--- src/emv_mul.sv ---
// ----------------------------------------------------------------------------
// emv_mul
// Shared 32x32 multiplier with registered product.
// ----------------------------------------------------------------------------
module emv_mul (
   input  logic        clock,
   input  logic [31:0] a,
   input  logic [31:0] b,
   output logic [63:0] p
);
   logic [63:0] p_ff, p_in;

   assign p_in = {32'd0, a} * {32'd0, b};

   always_ff @(posedge clock) begin
      p_ff <= p_in;
   end

   assign p = p_ff;
endmodule

--- config.mk ---
export PLATFORM = sky130hd
export DESIGN_NAME = emv_mul
export DESIGN_NICKNAME = d
export VERILOG_FILES = /design/src/emv_mul.sv
export SDC_FILE = /design/constraint.sdc
export NUM_CORES = 2
export LEC_CHECK = 0
export BUFFER_PORTS_ARGS = -buffer_cell sky130_fd_sc_hd__buf_4
export CELL_PAD_IN_SITES_DETAIL_PLACEMENT = 0
export CELL_PAD_IN_SITES_GLOBAL_PLACEMENT = 1
export CORE_MARGIN = 5
export CORE_UTILIZATION = 56
export CTS_CLUSTER_SIZE = 30
export DETAILED_ROUTE_END_ITERATION = 8
export GPL_ROUTABILITY_DRIVEN = 0
export HOLD_SLACK_MARGIN = 0.08
export PLACE_DENSITY_LB_ADDON = 0.1
export RECOVER_POWER = 100
export SLEW_MARGIN = 20
export SYNTH_ARGS = -nofsm -noshare
export SYNTH_HDL_FRONTEND = slang
export SYNTH_SLANG_ARGS = --single-unit
--- constraint.sdc ---
create_clock -name clock -period 13.7 [get_ports clock]
set_input_delay 1.37 -clock clock [delete_from_list [all_inputs] [get_ports clock]]
set_output_delay 1.37 -clock clock [all_outputs]
set_load 0.1 [all_outputs]
==> impl_metrics.ini <==
[drt]
drtPass1Iterations = 5
ant_nets = 0
detail_route.vias_per_cell = 5.563
vias = 24850
initialDrtViolationCount = 1526
wire_per_inst_um = 21.59
finalWirelength_mm = 96.41
drc = 0

[timing]
timing.max_slew.rel_slack_pct = -18.55
hold_viol = 0
setup_tns_ns = 0
worst_pin_slew_ns = 1.778
fin_crit_ns = 9.493
clock.fmax_mhz = 105.3
drv_slew = 33
finalSetupViolCount = 0
fin_crit_sh_pct = 69.29
rsz0062_at_grt = no

[logic_synthesis]
yosysSeqAreaShare_pct = 3.700
synth_top_area_share_pct = 51.80
ys_ff_latch = 64
syn_avg_cell_area_um2 = 9.215
synthCells = 3758
synth-edff-count = 0
syn_nets = 4982
syn_area_mm2 = 0.03463
synth_cell_type_count = 56
async_flop_share_pct = 0
ys.flop_type = dfxtp_1
synth_area_leader_cell = fa_1
yosys_warnings = 0
synth_area_leaders = fa_1, and2_1, ha_1

[worst_hold_path]
min_path_cells = 2
hp-class = input port to flop
min_to = p[0]
worstHoldStart = b[0]

[clock_network]
clk_pin_slew_worst_paths_ns = 0.06
root_buffer = clkbuf_16
cts_tree = done
cts_made_buffers = 9
ctsHoldBuffers = 0
clock-sinks = 64
cts_setup_buffers = 0
cts.repair.resized = 0
clockBufferDepth = 2
htreeDepth = 3

[setup_path]
critical_path.startpoint_type = input port
worstPathMaxFanout = 32
crit_type = input port to flop
required_ns = 13.97
cp.arrival_ns = 9.76
endpoint_kind = flop
startpoint = a[0]

[die]
die_area_mm2 = 0.06691
die_x_um = 258.7
dieHeight_um = 258.7
start_util_pct = 56.32
ios = 129
rows = 91
core_mm2 = 0.06148

[global_routing]
overflow = 0
grt_usage_pct = 29.58
grt_pass1_vias = 28200
antenna_found_initial = 2
grt_pass1_wl_mm = 153.6
grt_max_degree = 33

[place]
dp_cells = 4449
dpl.hpwl_mm = 77.18
portBuffers = 128

[job]
maxCapViolCount = 1

[finish]
fillers = 5623
stdcell_count = 4466
largest_reg_flops = 64
area_growth_pct = 3.154
final_nets = 4894
drive_gt1_share_pct = 2.313

[run_status]
violations = max-capacitance violations, max-slew violations
status = finished, violations left
cell usage after synthesis (all sizes together), types with 4 or more instances:
master,instances
fa,896
inv,863
and2,603
nand2,478
ha,263
clkbuf,216
a21oi,70
dfxtp,64
a21o,37
xnor2,33
o21ai,30
xor2,26
nand4,24
nor2,21
and3,14
a31oi,12
nand3,12
buf,11
o21bai,10
o21a,8
nor3,5
or3,5
a211oi,4
a221o,4
and4,4
or2,4
worst max path at each step:
stage	to	slack, ns	cells after the start
2_1_floorplan	p[62]	5.58	25
3_3_place_gp	p[62]	4.75	23
3_5_place_dp	p[62]	4.61	22
4_1_cts	p[62]	4.97	22
5_1_grt	p[62]	3.95	22
6_report	p[62]	4.21	22
cell type report:
type                            instances  area (um2)  area share (%)
Clock buffer                           10       239.0          0.6690
Inverter                              863        3239           9.068
Tap cell                              790       988.4           2.767
Multi-Input combinational cell       2604       29210           81.77
Timing Repair Buffer                  128       716.9           2.007
Sequential cell                        64        1281           3.587
Antenna cell                            1       2.502        0.007005
Clock inverter                          6       43.79          0.1226
per-stage QoR:
step	instance area [um2]	utilization [%]	hold slack, ns	setup slack [ns]
2_1_floorplan	34630	-	1.497	5.582
3_3_place_gp	35710	58.09	1.865	4.747
3_5_place_dp	35710	58.09	1.866	4.615
6_report	35720	58.10	1.543	4.207
4_1_cts	36000	58.55	1.526	4.970
5_1_grt	35720	58.10	1.543	3.953
logic make-up (layout without fill, tap and decap cells):
kind of cell | Yosys count | count (layout) | share of synthesized area, %
other | 0 | 1 | 0
XOR/XNOR | 59 | 59 | 1.492
AO/OA/AOI/OAI | 205 | 205 | 3.917
AND/OR/NAND/NOR | 1180 | 1180 | 17.71
adder cells (fa/ha/maj) | 1159 | 1159 | 61.30
multiplexers | 1 | 1 | 0.02891
flip-flops | 64 | 64 | 3.700
buffers and inverters | 1090 | 1007 | 11.85
per-layer routing:
metal  wire, um  track usage (%)  up-vias  share of wire (%)
li1           -                -    10690                  -
met1      34820            34.80    13060                 36
met2      50330            53.46      840                 52
met3       4636            3.254      257                4.8
met4       6620            15.54        0                6.9
met5          0                0        -                  0
cells in the final DEF (no fill, tap or decap), types with 3 or more instances in the layout:
cell type / count
nand3_1: 12
a31oi_1: 12
nand4_1: 24
inv_1: 863
dfxtp_1: 64
nand2_1: 478
o21bai_1: 10
and3_1: 14
o21ai_0: 29
or3_1: 5
and2_0: 7
and2_1: 596
ha_1: 263
a211oi_1: 4
nor2_1: 21
xor2_1: 26
a21boi_0: 3
clkbuf_1: 65
a21oi_1: 70
fa_1: 896
a311oi_1: 3
or2_2: 3
buf_4: 63
or4_1: 3
xnor2_1: 33
o211ai_1: 3
clkbuf_16: 9
a21o_1: 37
o21a_1: 8
nor3_1: 5
o221ai_1: 3
a221o_1: 4
and4_1: 4
critical path, stage by stage:
cell and delay, ns:
clkbuf_1 1.25, nand2_1 0.16, fa_1 0.54, fa_1 0.51, inv_1 0.05, fa_1 0.39, fa_1 0.51, fa_1 0.57
fa_1 0.43, fa_1 0.51, inv_1 0.06, fa_1 0.48, inv_1 0.04, ha_1 0.42, nand4_1 0.23, or4_1 0.47
or3_1 0.36, a31oi_1 0.57, a31o_2 0.32, a211oi_1 0.12, o21ai_0 0.22, xor2_1 0.15
Power is not shown: default switching activity piles up to over one toggle a cycle in this logic, so the estimate is an artifact.
