$ cat src/emv_pkg.sv
// ----------------------------------------------------------------------------
// emv_pkg
// Shared constants and types for the ease-of-movement indicator unit.
// ----------------------------------------------------------------------------
package emv_pkg;

   localparam int MaxWindowDefault    = 64;
   localparam int FractionBitsDefault = 16;

   localparam int PriceW   = 32;
   localparam int VolumeW  = 48;
   localparam int ValueW   = 48;
   localparam int LenW     = 7;
   localparam int CsrAddrW = 3;
   localparam int CsrDataW = 32;

   localparam logic [LenW-1:0] WindowLenReset = 7'd14;
   localparam logic [LenW-1:0] SignalLenReset = 7'd9;

   localparam logic [CsrAddrW-1:0] AddrWindowLen = 3'd0;
   localparam logic [CsrAddrW-1:0] AddrSignalLen = 3'd4;

   localparam int MidScale = 100;

   // Divider job: floor(num / den), num up to 128 bits, den up to 64 bits.
   localparam int NumW = 128;
   localparam int DenW = 64;

   typedef struct packed {
      logic            start;
      logic [NumW-1:0] num;
      logic [DenW-1:0] den;
   } div_req_type;

   typedef struct packed {
      logic            done;
      logic [NumW-1:0] quo;
   } div_rsp_type;

endpackage

$ cat src/emv_divider.sv
// ----------------------------------------------------------------------------
// emv_divider
// Restoring divider, one quotient bit per cycle; zero divisor gives zero.
// ----------------------------------------------------------------------------
module emv_divider (
   input  logic                 clock,
   input  logic                 reset,
   input  emv_pkg::div_req_type req,
   output emv_pkg::div_rsp_type rsp
);
   localparam int NW = emv_pkg::NumW;
   localparam int DW = emv_pkg::DenW;
   localparam int CW = $clog2(NW + 1);

   logic          busy_ff,  busy_in;
   logic          done_ff,  done_in;
   logic [CW-1:0] count_ff, count_in;
   logic [NW-1:0] quo_ff,   quo_in;
   logic [DW:0]   rem_ff,   rem_in;
   logic [DW-1:0] den_ff,   den_in;
   logic [DW:0]   shifted;

   always_comb begin
      busy_in  = busy_ff;
      done_in  = 1'b0;
      count_in = count_ff;
      quo_in   = quo_ff;
      rem_in   = rem_ff;
      den_in   = den_ff;
      shifted  = {rem_ff[DW-1:0], quo_ff[NW-1]};
      if (req.start) begin
         busy_in  = 1'b1;
         count_in = CW'(NW);
         quo_in   = req.num;
         rem_in   = '0;
         den_in   = req.den;
      end else if (busy_ff) begin
         if (den_ff == '0) begin
            quo_in  = '0;
            busy_in = 1'b0;
            done_in = 1'b1;
         end else begin
            // shift in next dividend bit, subtract when it fits
            if (shifted >= {1'b0, den_ff}) begin
               rem_in = shifted - {1'b0, den_ff};
               quo_in = {quo_ff[NW-2:0], 1'b1};
            end else begin
               rem_in = shifted;
               quo_in = {quo_ff[NW-2:0], 1'b0};
            end
            count_in = count_ff - 1'b1;
            if (count_ff == CW'(1)) begin
               busy_in = 1'b0;
               done_in = 1'b1;
            end
         end
      end
   end

   always_ff @(posedge clock) begin
      if (reset) begin
         busy_ff  <= 1'b0;
         done_ff  <= 1'b0;
         count_ff <= '0;
      end else begin
         busy_ff  <= busy_in;
         done_ff  <= done_in;
         count_ff <= count_in;
      end
      quo_ff <= quo_in;
      rem_ff <= rem_in;
      den_ff <= den_in;
   end

   assign rsp.done = done_ff;
   assign rsp.quo  = quo_ff;
endmodule

$ cat config.mk
export PLATFORM = sky130hd
export DESIGN_NAME = emv_divider
export DESIGN_NICKNAME = d
export VERILOG_FILES = /design/src/emv_pkg.sv /design/src/emv_divider.sv
export SDC_FILE = /design/constraint.sdc
export NUM_CORES = 1
export LEC_CHECK = 0
export ABC_CLOCK_PERIOD_IN_PS = 4550
export BUFFER_PORTS_ARGS = -buffer_cell sky130_fd_sc_hd__buf_2
export CAP_MARGIN = 20
export CORE_MARGIN = 2
export CORE_UTILIZATION = 40
export DETAILED_ROUTE_END_ITERATION = 8
export SYNTH_ARGS = -nofsm -noshare
export SYNTH_HDL_FRONTEND = slang
export SYNTH_SLANG_ARGS = --single-unit
$ cat constraint.sdc
create_clock -name clock -period 4.55 [get_ports clock]
set_input_delay 0.91 -clock clock [delete_from_list [all_inputs] [get_ports clock]]
set_output_delay 0.91 -clock clock [all_outputs]
set_load 0.01 [all_outputs]
==> metrics.cfg <==
[clock_network]
root_buffer = clkbuf_16
cts_hold_buf = 0
path_clk_slew_ps = 60
cts_sinks = 266
ctsResizeCount = 0
cts_buffers = 31
htreeDepth = 1
worstSkewPairLatency_ps = 600
post-cts-setup-buffers = 0
cts_tree = done
cts_buffer_depth = 3

[run_status]
status = complete, no violations

[setup_path]
reg2reg_from = den_ff[56]
critPathMaxStageDelay_ps = 600
cp_cell_sequence = inv_1, ha_1, nand3_1, nor2_1, nand2_1, nor4_1, nand4_1, nand3_1, or2_2, buf_12, mux2i_1, a21oi_1
cp_slowest_cell = or2_2
rr_endpoint = rem_ff[15]
worstRegToRegCells = 12
r2r_slack_ps = 820
crit_fanout = 21
worst_path_most_repeated_cell = nand3_1
critPathKind = flip-flop to flip-flop
critPathLaunchType = flip-flop
critPathRequiredTime_ps = 4980
end_kind = flip-flop
critical_path_arrival_ps = 4160

[logic_synthesis]
synth_top_cell_area_share_pct = 37.8
synthFlopType = edfxtp_1
post_synth_main_area_contributors = edfxtp_1 (38%), dfxtp_1 (9.7%), nand2_1 (8.4%)
async_reset_ff_share_pct = 0
ys_types = 79
ys_seq_area_share_pct = 47.5
synth_area_mm2 = 0.0153
synth_top_cell_by_area = edfxtp_1
yosys_warnings = 0
synth-edff-count = 192
netlist_instances = 1673
syn_area_per_cell_um2 = 9.12
synth-seq-cells = 266
synthesis.nets = 1935

[min_path]
min_path_cells = 2
hold_path_startpoint = rem_ff[16]
min_to = rem_ff[17]
worstHoldPathType = flip-flop to flip-flop

[final_layout]
final_util_pct = 49.0
drive_gt1_share_pct = 21.6
fillCellCount = 3614
area_growth_pct = 20.6
layout.cell_area.non_filler_mm2 = 0.0184
nets = 2205

[power_and_ir_drop]
p_sw_share_pct = 29.4
powerDensity_mw_per_mm2 = 392
internal_power_uw = 5090
p_leak_uw = 0.00794
p_clk_share_pct = 38.0
p_sw_uw = 2130
vdd_ir_drop_max_mv = 0.409
seq_power_share_pct = 41.6
combPwrFrac_pct = 20.3

[detailed_routing]
drt_iter0_markers = 1031
ant_nets = 0
dr.pass1.iters = 5
drt_wl_total_mm = 48.2
num_vias = 13500
avgRoutedWirePerCell_um = 19.4
drc = 0
vias_per_cell = 5.43

[flow_run]
cap_viol_max_count = 0

[global_routing]
grt_max_degree = 242
first_global_vias = 13000
grt_antenna_before_repair = 13
grt-ovfl-total = 0
grt_first_pass_wirelength_mm = 72.8
grtUsageTotal_pct = 23.5

[die]
die_area_mm2 = 0.0397
dieWidth_um = 199
core_mm2 = 0.0376
die_y_um = 199
start_util_pct = 40.6
ios = 324
rows = 71

[placed_design]
numPortBuffers = 323
place_congestion = 0.892
hpwl_mm = 35.6
place_area_mm2 = 0.0172

[sta]
hold_viol = 0
hold_slack_ps = 485
tns_ps = 0
rsz0062_at_grt = no
fin_crit_sh_pct = 81.9
fin_worst_skew_ps = 23.4
slew_headroom_pct = 36.4
finalCriticalPeriod_ps = 3730
finalSetupViolCount = 0
tightest_slew_ps = 954
fmax_ghz = 0.268
drv_slew = 0

## power by group through the flow
stage	clock [µW]	combinational [µW]	sequential, µW
detailed placement	0	1460	3050
finish	2750	1470	3000
global placement	0	1450	3050
CTS	2800	1460	3010
floorplan	0	902	3070
global route	2890	1620	3030
## Yosys cell counts (all sizes together), types with 2 or more instances
cell type	count
a21boi	4
and4	7
a21oi	121
nand4	41
nor2	54
o41ai	3
ha	66
o21a	10
clkbuf	73
o31ai	8
o21bai	16
or4	5
a21o	19
buf	26
nor3	13
xor2	26
nand3	25
o211ai	16
a311oi	5
o22ai	3
nand2	344
a2111oi	2
xnor2	31
nor3b	3
or2	8
a211o	2
nor4	24
and3	9
or3	10
o31a	2
a211oi	10
inv	84
a41oi	5
dfxtp	74
a31oi	23
o21ai	222
edfxtp	192
and2	11
a31o	5
o21ba	3
nor2b	7
a221oi	5
mux2i	41
## cell type report
type	instances	area, µm²	area share [%]
repair buffers	336	1770	9.64
multi-input cells	1224	7270	39.5
diodes	4	10.0	0.0544
clock buffers	40	933	5.07
well taps	511	639	3.47
inverters	84	315	1.71
flip-flops and latches	266	7250	39.4
clock inverters	18	213	1.16
## how the worst max path moves through the flow
stage | from | endpoint | slack (ps) | depth (start not counted)
6_report | den_ff[56] | rem_ff[15] | 820 | 12
5_1_grt | den_ff[56] | rem_ff[3] | 580 | 12
4_1_cts | den_ff[56] | rem_ff[15] | 900 | 12
3_5_place_dp | den_ff[56] | rem_ff[10] | 900 | 12
3_3_place_gp | den_ff[6] | count_ff[6] | 970 | 10
2_1_floorplan | req[192] | quo_ff[0] | 780 | 4
## layer usage
layer	global-route usage [%]	share of wire, %
met5	0	0.21
met4	5.76	2.9
met3	5.87	7.2
met2	39.3	47
met1	30.5	43
## placed cells by master (no fill, tap or decap), types with 16 or more instances in the layout
cell | synthesis | routed
nor2_1 | 53 | 53
a31oi_1 | 22 | 22
o21bai_1 | 16 | 16
mux2i_1 | 41 | 41
o21ai_0 | 221 | 221
nand3_1 | 25 | 25
ha_1 | 66 | 66
a21oi_1 | 120 | 120
nand4_1 | 40 | 40
o211ai_1 | 16 | 16
clkbuf_16 | 0 | 34
xor2_1 | 26 | 26
a21o_1 | 18 | 18
edfxtp_1 | 192 | 192
nor4_1 | 24 | 24
buf_2 | 13 | 322
nand2_1 | 343 | 343
dfxtp_1 | 74 | 74
inv_1 | 84 | 84
xnor2_1 | 31 | 31
## flip-flops by register name, indices dropped and copies added, names as in the netlist
signal    cells
count_ff      8
rem_ff       64
done_ff       1
quo_ff      128
busy_ff       1
den_ff       64
## critical path: cells and delay by family, from the launching register on
family / cells / cell delay [ps]
AOI/OAI and AO/OA: 1 / 90
adders and majority gates: 1 / 470
buffers and inverters: 2 / 310
DFF: 1 / 350
muxes: 1 / 220
and+or+nand+nor: 7 / 2110
## logic make-up (layout without fill, tap and decap cells)
group / Yosys count / in the layout / synth area share [%]
mux: 42 / 42 / 2.76
other cells: 0 / 4 / 0
compound gates: 494 / 494 / 19.4
fa+ha+maj: 67 / 67 / 5.54
buf+inv: 183 / 478 / 4.93
xor+xnor: 57 / 57 / 3.27
simple gates: 564 / 564 / 16.6
flops: 266 / 266 / 47.5
## stage by stage
step                power [µW]  setup WS [ps]  cells
global route              7540            583   2480
CTS                       7270            897   2479
floorplan                 3970            784   1673
detailed placement        4510            905   2421
global placement          4490            970   2421
finish                    7220            822   2483
Power figures use the tool's default switching activity.
